[src/rtl/core/gqa_pkg.sv]
// ----------------------------------------------------------------------------
// gqa_pkg
// Types and constants shared by the group quota admission block.
// ----------------------------------------------------------------------------
package gqa_pkg;

    localparam int ELEM_W    = 8;
    localparam int MASK_W    = 8;
    localparam int CNT_W     = 9;
    localparam int NUM_LIMIT = 8;
    localparam int LIM_IDX_W = 3;

    localparam logic [CNT_W-1:0] CNT_MAX   = 9'd511;
    localparam logic [CNT_W-1:0] LIMIT_RST = 9'd256;

    typedef enum logic [2:0] {
        ACT_CAN_ADD   = 3'd0,
        ACT_CAN_SWAP  = 3'd1,
        ACT_ADD       = 3'd2,
        ACT_REMOVE    = 3'd3,
        ACT_CLEAR     = 3'd4,
        ACT_LOAD_MASK = 3'd5,
        ACT_IS_MEMBER = 3'd6,
        ACT_NOP       = 3'd7
    } t_action;

    typedef enum logic [1:0] {
        ST_OK          = 2'd0,
        ST_ALREADY     = 2'd1,
        ST_NOT_CHOSEN  = 2'd2,
        ST_LOAD_REFUSE = 2'd3
    } t_status;

    typedef struct packed {
        t_action            action;
        logic [ELEM_W-1:0]  element;
        logic [ELEM_W-1:0]  other_element;
        logic [MASK_W-1:0]  group_mask;
    } t_req;

    // counter update request, already qualified by the committing transaction
    typedef struct packed {
        logic              inc;
        logic              dec;
        logic              clr;
        logic [MASK_W-1:0] mask;
    } t_cnt_cmd;

    typedef struct packed {
        logic [MASK_W-1:0] full;       // count has reached limit, current state
        logic              in_limits;  // all counts within limits after update
    } t_cnt_stat;

endpackage

[src/rtl/core/gqa_if.sv]


interface gqa_cfg_if import gqa_pkg::*; ();
    logic                 valid;
    logic                 ready;
    logic [LIM_IDX_W-1:0] index;
    logic [CNT_W-1:0]     data;

    modport source (output valid, index, data, input ready);
    modport sink   (input valid, index, data, output ready);
endinterface

[src/rtl/core/gqa_counters.sv]
// ----------------------------------------------------------------------------
// gqa_counters
// Per-group occupancy counters, limit registers and the limit compares.
// ----------------------------------------------------------------------------
module gqa_counters
    import gqa_pkg::*;
#(
    parameter int NUM_GROUPS = 8
) (
    input  logic      i_clk,
    input  logic      i_rst_n,
    gqa_cfg_if.sink   i_cfg,
    input  t_cnt_cmd  i_cmd,
    output t_cnt_stat o_stat
);

    logic [CNT_W-1:0] r_limit [NUM_LIMIT];
    logic [CNT_W-1:0] r_cnt   [NUM_GROUPS];
    logic [CNT_W-1:0] n_cnt   [NUM_GROUPS];

    assign i_cfg.ready = 1'b1;

    always_ff @(posedge i_clk) begin
        if (!i_rst_n) begin
            for (int i = 0; i < NUM_LIMIT; i++) begin
                r_limit[i] <= LIMIT_RST;
            end
        end else if (i_cfg.valid) begin
            r_limit[i_cfg.index] <= i_cfg.data;
        end
    end

    always_comb begin
        for (int g = 0; g < NUM_GROUPS; g++) begin
            n_cnt[g] = r_cnt[g];
            if (i_cmd.clr) begin
                n_cnt[g] = '0;
            end else if (i_cmd.inc && i_cmd.mask[g] && r_cnt[g] != CNT_MAX) begin
                n_cnt[g] = r_cnt[g] + 1'b1;
            end else if (i_cmd.dec && i_cmd.mask[g] && r_cnt[g] != '0) begin
                n_cnt[g] = r_cnt[g] - 1'b1;
            end
        end
    end

    always_ff @(posedge i_clk) begin
        if (!i_rst_n) begin
            for (int g = 0; g < NUM_GROUPS; g++) begin
                r_cnt[g] <= '0;
            end
        end else begin
            for (int g = 0; g < NUM_GROUPS; g++) begin
                r_cnt[g] <= n_cnt[g];
            end
        end
    end

    // full uses the counts before the update, in_limits the counts after it
    always_comb begin
        o_stat.full      = '0;
        o_stat.in_limits = 1'b1;
        for (int g = 0; g < NUM_GROUPS; g++) begin
            o_stat.full[g] = (r_cnt[g] >= r_limit[g]);
            if (n_cnt[g] > r_limit[g]) begin
                o_stat.in_limits = 1'b0;
            end
        end
    end

endmodule

[src/flat_wrapper.sv]
// flat-port wrapper written by rule: the top's interface ports become plain ports
module gqa_counters_flat import gqa_pkg::*;
#(
    parameter int NUM_GROUPS = 8
)
  (i_clk, i_rst_n, i_cmd, o_stat, i_cfg_valid, i_cfg_index, i_cfg_data, i_cfg_ready);
  gqa_cfg_if i_cfg_i ();
  input  logic i_clk;
  input  logic i_rst_n;
  input  t_cnt_cmd i_cmd;
  output t_cnt_stat o_stat;
  input wire logic [$bits(i_cfg_i.valid)-1:0] i_cfg_valid;
  input wire logic [$bits(i_cfg_i.index)-1:0] i_cfg_index;
  input wire logic [$bits(i_cfg_i.data)-1:0] i_cfg_data;
  output wire logic [$bits(i_cfg_i.ready)-1:0] i_cfg_ready;
  assign i_cfg_i.valid = i_cfg_valid;
  assign i_cfg_i.index = i_cfg_index;
  assign i_cfg_i.data = i_cfg_data;
  assign i_cfg_ready = i_cfg_i.ready;
  gqa_counters #(.NUM_GROUPS(NUM_GROUPS)) u_core (.i_clk(i_clk), .i_rst_n(i_rst_n), .i_cfg(i_cfg_i), .i_cmd(i_cmd), .o_stat(o_stat));
endmodule
[config.mk]
export PLATFORM = sky130hd
export DESIGN_NAME = gqa_counters_flat
export DESIGN_NICKNAME = d
export VERILOG_FILES = /design/src/rtl/core/gqa_pkg.sv /design/src/rtl/core/gqa_if.sv /design/src/rtl/core/gqa_counters.sv /design/src/flat_wrapper.sv
export SDC_FILE = /design/constraint.sdc
export NUM_CORES = 1
export LEC_CHECK = 0
export ABC_AREA = 1
export BUFFER_PORTS_ARGS = -buffer_cell sky130_fd_sc_hd__buf_2
export CAP_MARGIN = 15
export CORE_UTILIZATION = 64
export DETAILED_ROUTE_END_ITERATION = 6
export PLACE_DENSITY = 0.91
export SYNTH_ARGS = -nofsm -noshare
export SYNTH_HDL_FRONTEND = slang
export SYNTH_SLANG_ARGS = --single-unit
[constraint.sdc]
create_clock -name i_clk -period 4.8 [get_ports i_clk]
set_input_delay 0.96 -clock i_clk [delete_from_list [all_inputs] [get_ports i_clk]]
set_output_delay 0.96 -clock i_clk [all_outputs]
set_load 0.01 [all_outputs]
# Word-level counts from Yosys, hierarchy flattened
# Memory sizes are Yosys's and may differ from the RTL's.
# Index checks and enable logic that the tools add are counted.
[word_totals]
ff_bits = 0
latch_bits = 0
mem_bits_rw = 144
rom_bits = 0
elab_cells = 139
mem_count = 2
[memory_table]
columns = ["name", "words", "width", "read_ports", "rd_ports_with_merged_regs", "write_ports", "line", "text"]
rows = [
  ["u_core.r_cnt", 8, 9, 8, 0, 8, "gqa_counters.sv:18", "logic [CNT_W-1:0] r_cnt [NUM_GROUPS];"],
  ["u_core.r_limit", 8, 9, 8, 0, 8, "gqa_counters.sv:17", "logic [CNT_W-1:0] r_limit [NUM_LIMIT];"],
]
[op_classes]
addsub = 16
n_mul = 0
n_div = 0
order_cmp = 16
eq_ne = 8
shift = 0
muxes = 48
n_bitwise = 8
n_reduce_logical = 41
[op_table]
columns = ["operator", "count"]
rows = [
  ["$mux W9", 33],
  ["$add A9 B1 Y9 const B", 8],
  ["$ge A9 B9 Y1", 8],
  ["$gt A9 B9 Y1", 8],
  ["$ne A9 B9 Y1 const B", 8],
  ["$reduce_bool A9 Y1", 8],
  ["$sub A9 B1 Y9 const B", 8],
  ["$logic_and A1 B1 Y1", 32],
  ["$mux W1", 14],
  ["$reduce_or A9 Y1", 1],
  ["$or A1 B1 Y1", 8],
  ["$mux W3", 1],
]

# Longest topological paths before layout
# An unclocked memory read counts as a cell.
[logic_depth]
word_depth = 15
depth_mapped = 26

# Worst setup path before layout
# No wires, ideal clock.
[synth_timing]
path_kind = "reg2out"
from = "memory u_core.r_cnt[2][1], in the netlist u_core.r_cnt[0][19]"
to = "output o_stat[0] (netlist bit)"
arrival_time_ps = 2822
required_time_ps = 3840
path_slack_ps = 1018
path_stages_with_launch = 23
path_buffers = 0
cell_sequence = "dfxtp_1 ha_1 inv_1 nor3_1 nand2_1 nor4_1 ha_1 nor2_4 nor2_1 nand4_1 nand2_1 nand2_1 nand3_1 inv_1 ha_1 nand2_1 nor2_1 nand3_1 nand2_1 nand2_1 nor2_1 nand4_1 nor2_1"
[synth_rtl]
columns = ["element", "line", "text"]
rows = [
  ["from (decl)", "gqa_counters.sv:18", ""],
  ["to (decl)", "flat_wrapper.sv:11", "output t_cnt_stat o_stat;"],
]

==> metrics.cfg <==
[outcome]
status = finished, violations left
violations = setup timing

[placed_design]
io_buffers = 34
place_inst = 1958
place_congestion = 0.9533
hpwl_um = 22680
placed_area_um2 = 12530

[routing]
vias = 11790
avgViaCountPerCell = 5.899
drc = 0
drt_iter0_drc = 1151
wirelength_um = 32210
avgRoutedWirePerCell_um = 16.12
first_pass_iters = 6
postRouteAntennaNets = 0

[synthesis]
synthesis.area_um2 = 12150
syn_nets = 1910
synth_simple_gate_area_share_pct = 31.93
synthAdderAreaFrac_pct = 17.93
synth.area.mux_share_pct = 0
ys_seq_area_share_pct = 29.67
synth_top_family_by_area = simple AND/OR/NAND/NOR gates
synth_xor_area_share_pct = 3.173
ys_seq_elements = 144
avgSynthCellArea_um2 = 7.103
synth-compound-area-share_pct = 8.314
yosysWarnings = 0
synthCells = 1710
yosysUniqueCellTypes = 41

[final_layout]
nNetsFinal = 1951
syn_to_final_growth_pct = 10.02
layout.cell_area.non_filler_um2 = 13360
drive_gt1_share_pct = 10.43
diodes = 0
fin_cells = 1998
utilization_pct = 71.68

[sta]
fin_skew_ns = 0.009099
slew_headroom_pct = 42.24
tightest_slew_ns = 0.8651
fin_crit_sh_pct = 101.0
slew_violations = 0
hold_viol = 0
max_freq_ghz = 0.2063
rsz0062_at_grt = yes
post-route-min-period_ns = 4.848
fin_setup_tns_ns = -0.04782
setup_violations = 1
worst_slack_ns = -0.04782

[critical_path]
rr_worst_depth = 13
crit_fanout = 6
path_cells = inv_1, nor3_4, nand2_1, nor4_2, ha_2, nor2_4, nor2_2, nand4_1, nand2_1, nand2_1, nand3_2, inv_1, ha_1, nand2_2, a21oi_2, nor2_1, nand3_1, nand2_2, nand2_2, nor2_1, nand4_1, nor2_1, buf_2
r2r-start = u_core.r_cnt[0][21]$_SDFF_PN0_
cpLargestDelayFamily = simple AND/OR/NAND/NOR gates
cp_num_buf_inv = 3
r2r_slack_ns = 2.55
crit_required_ns = 3.84
cpMaxStageDelayCell = dfxtp_2
r2r_end = u_core.r_cnt[0][25]$_SDFF_PN0_
arrival_ns = 3.89
worstSetupPathType = register to output port
cpPeakStageDelay_ns = 0.41
cp-start-kind = register
endpoint_kind = output port

[grt]
grt_pass1_vias = 11160
grt_start_max_net_pins = 52
antenna_found_initial = 0
grt_overflow = 0
grt_pass1_wl_um = 51560
gr-usage-all-layers_pct = 32.95

[clock_network]
path_clk_slew_ns = 0.06
cts_htree_levels = 4
cts_sinks = 144
cts-root-buf = clkbuf_16
worst_skew_pair.late_latency_ns = 0.44
clockBufferDepth = 2
tritoncts = done
numCtsBuffers = 17

[power]
comb_power_share_pct = 23.8
power.internal_w = 0.002415
seq_power_share_pct = 39.8
power.share.switching_pct = 32.01
power_frac_clock_pct = 36.5
peakVddDrop_uv = 284.2
p_leak_nw = 6.818
p_sw_w = 0.001137
cellPowerDensity_nw_per_um2 = 265.8

[worst_hold_path]
hold_path_depth = 2
min_path_type = register to register
hold_start = u_core.r_cnt[0][45]$_SDFF_PN0_
worstHoldEndpoint = u_core.r_cnt[0][45]$_SDFF_PN0_

[floorplanning]
row_count = 50
core_um2 = 18640
die_area_um2 = 19530
die_w_um = 139.8
ios = 36
die_y_um = 139.8
start_util_pct = 65.15

[job]
max-cap-violations = 0

==> Yosys cell counts <==
cell | count | share of area [%]
inv_1 | 222 | 6.9
a21o_1 | 2 | 0.12
o21ai_1 | 15 | 0.62
o2111ai_1 | 8 | 0.58
nand3b_1 | 9 | 0.56
nand4_1 | 33 | 1.7
or2_0 | 8 | 0.41
o31ai_4 | 1 | 0.18
edfxtp_1 | 72 | 18
nor3_2 | 4 | 0.33
nor2_4 | 8 | 0.74
inv_2 | 12 | 0.37
o41ai_1 | 1 | 0.072
buf_1 | 1 | 0.031
inv_4 | 2 | 0.10
o21ai_0 | 54 | 2.2
dfxtp_1 | 72 | 12
a21oi_1 | 79 | 3.3
nor2_2 | 7 | 0.36
buf_6 | 3 | 0.28
nor4_1 | 8 | 0.41
o21ai_2 | 4 | 0.29
nand3_1 | 105 | 4.3
ha_1 | 174 | 18
conb_1 | 1 | 0.031
clkinv_1 | 9 | 0.28
buf_2 | 14 | 0.58
nor3_1 | 32 | 1.3
o211ai_1 | 3 | 0.19
nand3_2 | 1 | 0.082
nor2_1 | 281 | 8.7
xnor2_1 | 3 | 0.22
clkbuf_1 | 9 | 0.28
or2_2 | 6 | 0.31
nand2_1 | 375 | 12
xor2_1 | 41 | 3.0
buf_4 | 3 | 0.19
o21a_1 | 12 | 0.74
nor3_4 | 4 | 0.54
o22ai_1 | 1 | 0.052
nand2_2 | 11 | 0.57
==> what timing repair did <==
action | 4_1_cts | 5_1_grt
resized for setup | 7 | 53
hold buffers | 0 | 0
endpoints found under the setup margin | 1 | 1
pin swaps | 2 | 21
buffers inserted | 0 | 8
==> layout by cell type, fill, tap and decap left out, types with 8 or more instances in the layout <==
master	instances
clkbuf_16	20
o21ai_1	18
nor2_1	277
nand3_1	101
a21oi_1	78
nor2_4	9
dfxtp_1	62
buf_2	34
nor2_2	10
edfxtp_1	72
nand3b_1	9
or2_0	8
o21a_1	12
nand2_1	368
o21ai_0	51
nand2_2	18
inv_2	12
nand4_1	33
inv_1	219
buf_4	16
nor3_1	27
xor2_1	41
o2111ai_1	8
clkinv_1	9
ha_1	167
==> worst max-delay path by stage <==
| stage | from | to | cells after the start |
|---|---|---|---|
| after global routing | u_core.r_cnt[0][18]$_SDFF_PN0_ | o_stat[0] | 24 |
| after global placement | i_cmd[10] | o_stat[0] | 17 |
| final | u_core.r_cnt[0][21]$_SDFF_PN0_ | o_stat[0] | 23 |
| after detailed placement | i_cmd[10] | o_stat[0] | 16 |
| after CTS | u_core.r_cnt[0][9]$_SDFF_PN0_ | o_stat[0] | 26 |
| after floorplan | u_core.r_cnt[0][19]$_SDFF_PN0_ | o_stat[0] | 22 |
==> tightest hold or removal path: cells and delay by family (launching register included) <==
| kind | cells | cell delay, ns |
|---|---|---|
| AO/OA/AOI/OAI | 1 | 0.12 |
| flip-flops | 1 | 0.40 |
| AND/OR/NAND/NOR | 1 | 0.08 |
==> routing by layer <==
metal	GRT usage, %	share of wire, %	up-vias
met2	57.50	48	601
li1	-	-	5684
met1	39.23	39	5360
met4	17.76	5.0	0
met3	4.542	8.0	141
met5	0	0	-
==> registers in the layout (all words and copies together) (netlist names) <==
| register | cells |
|---|---|
| u_core.r_cnt | 72 |
| u_core.r_limit | 72 |
==> kinds of logic (layout without fill, tap and decap cells) <==
logic type               after synthesis  after routing
buffers and inverters                275            329
XOR/XNOR                              44             44
other                                  1              1
AND/OR/NAND/NOR                      892            892
AO/OA/AOI/OAI                        180            180
flip-flops                           144            144
adder cells (fa/ha/maj)              174            174
==> power groups by stage <==
stage               sequential (W)  combinational (W)  clock (W)
floorplan                  0.00142           0.000602          0
global placement           0.00143           0.000751          0
detailed placement         0.00144           0.000791          0
CTS                        0.00141           0.000804    0.00129
global route               0.00142           0.000948    0.00135
finish                     0.00141           0.000844    0.00129
==> stage by stage <==
stage / power [W] / hold slack [ns] / worst slack (ns)
6_report: 0.003552 / 0.6224 / -0.04782
3_5_place_dp: 0.002227 / 0.5972 / 0.2663
5_1_grt: 0.003718 / 0.6559 / -0.2293
2_1_floorplan: 0.002018 / 0.5322 / 1.018
4_1_cts: 0.003509 / 0.6138 / 0.02855
3_3_place_gp: 0.002184 / 0.5798 / 0.3146
==> final cells by class <==
| type | instances | area [um2] |
|---|---|---|
| inverters | 245 | 932.1 |
| flip-flops and latches | 144 | 3623 |
| clock inverters | 7 | 50.05 |
| fillers | 1350 | 5280 |
| multi-input cells | 1291 | 7614 |
| clock buffers | 25 | 529.3 |
| repair buffers | 52 | 321.6 |
| well taps | 234 | 292.8 |
Power figures use the tool's default switching activity.
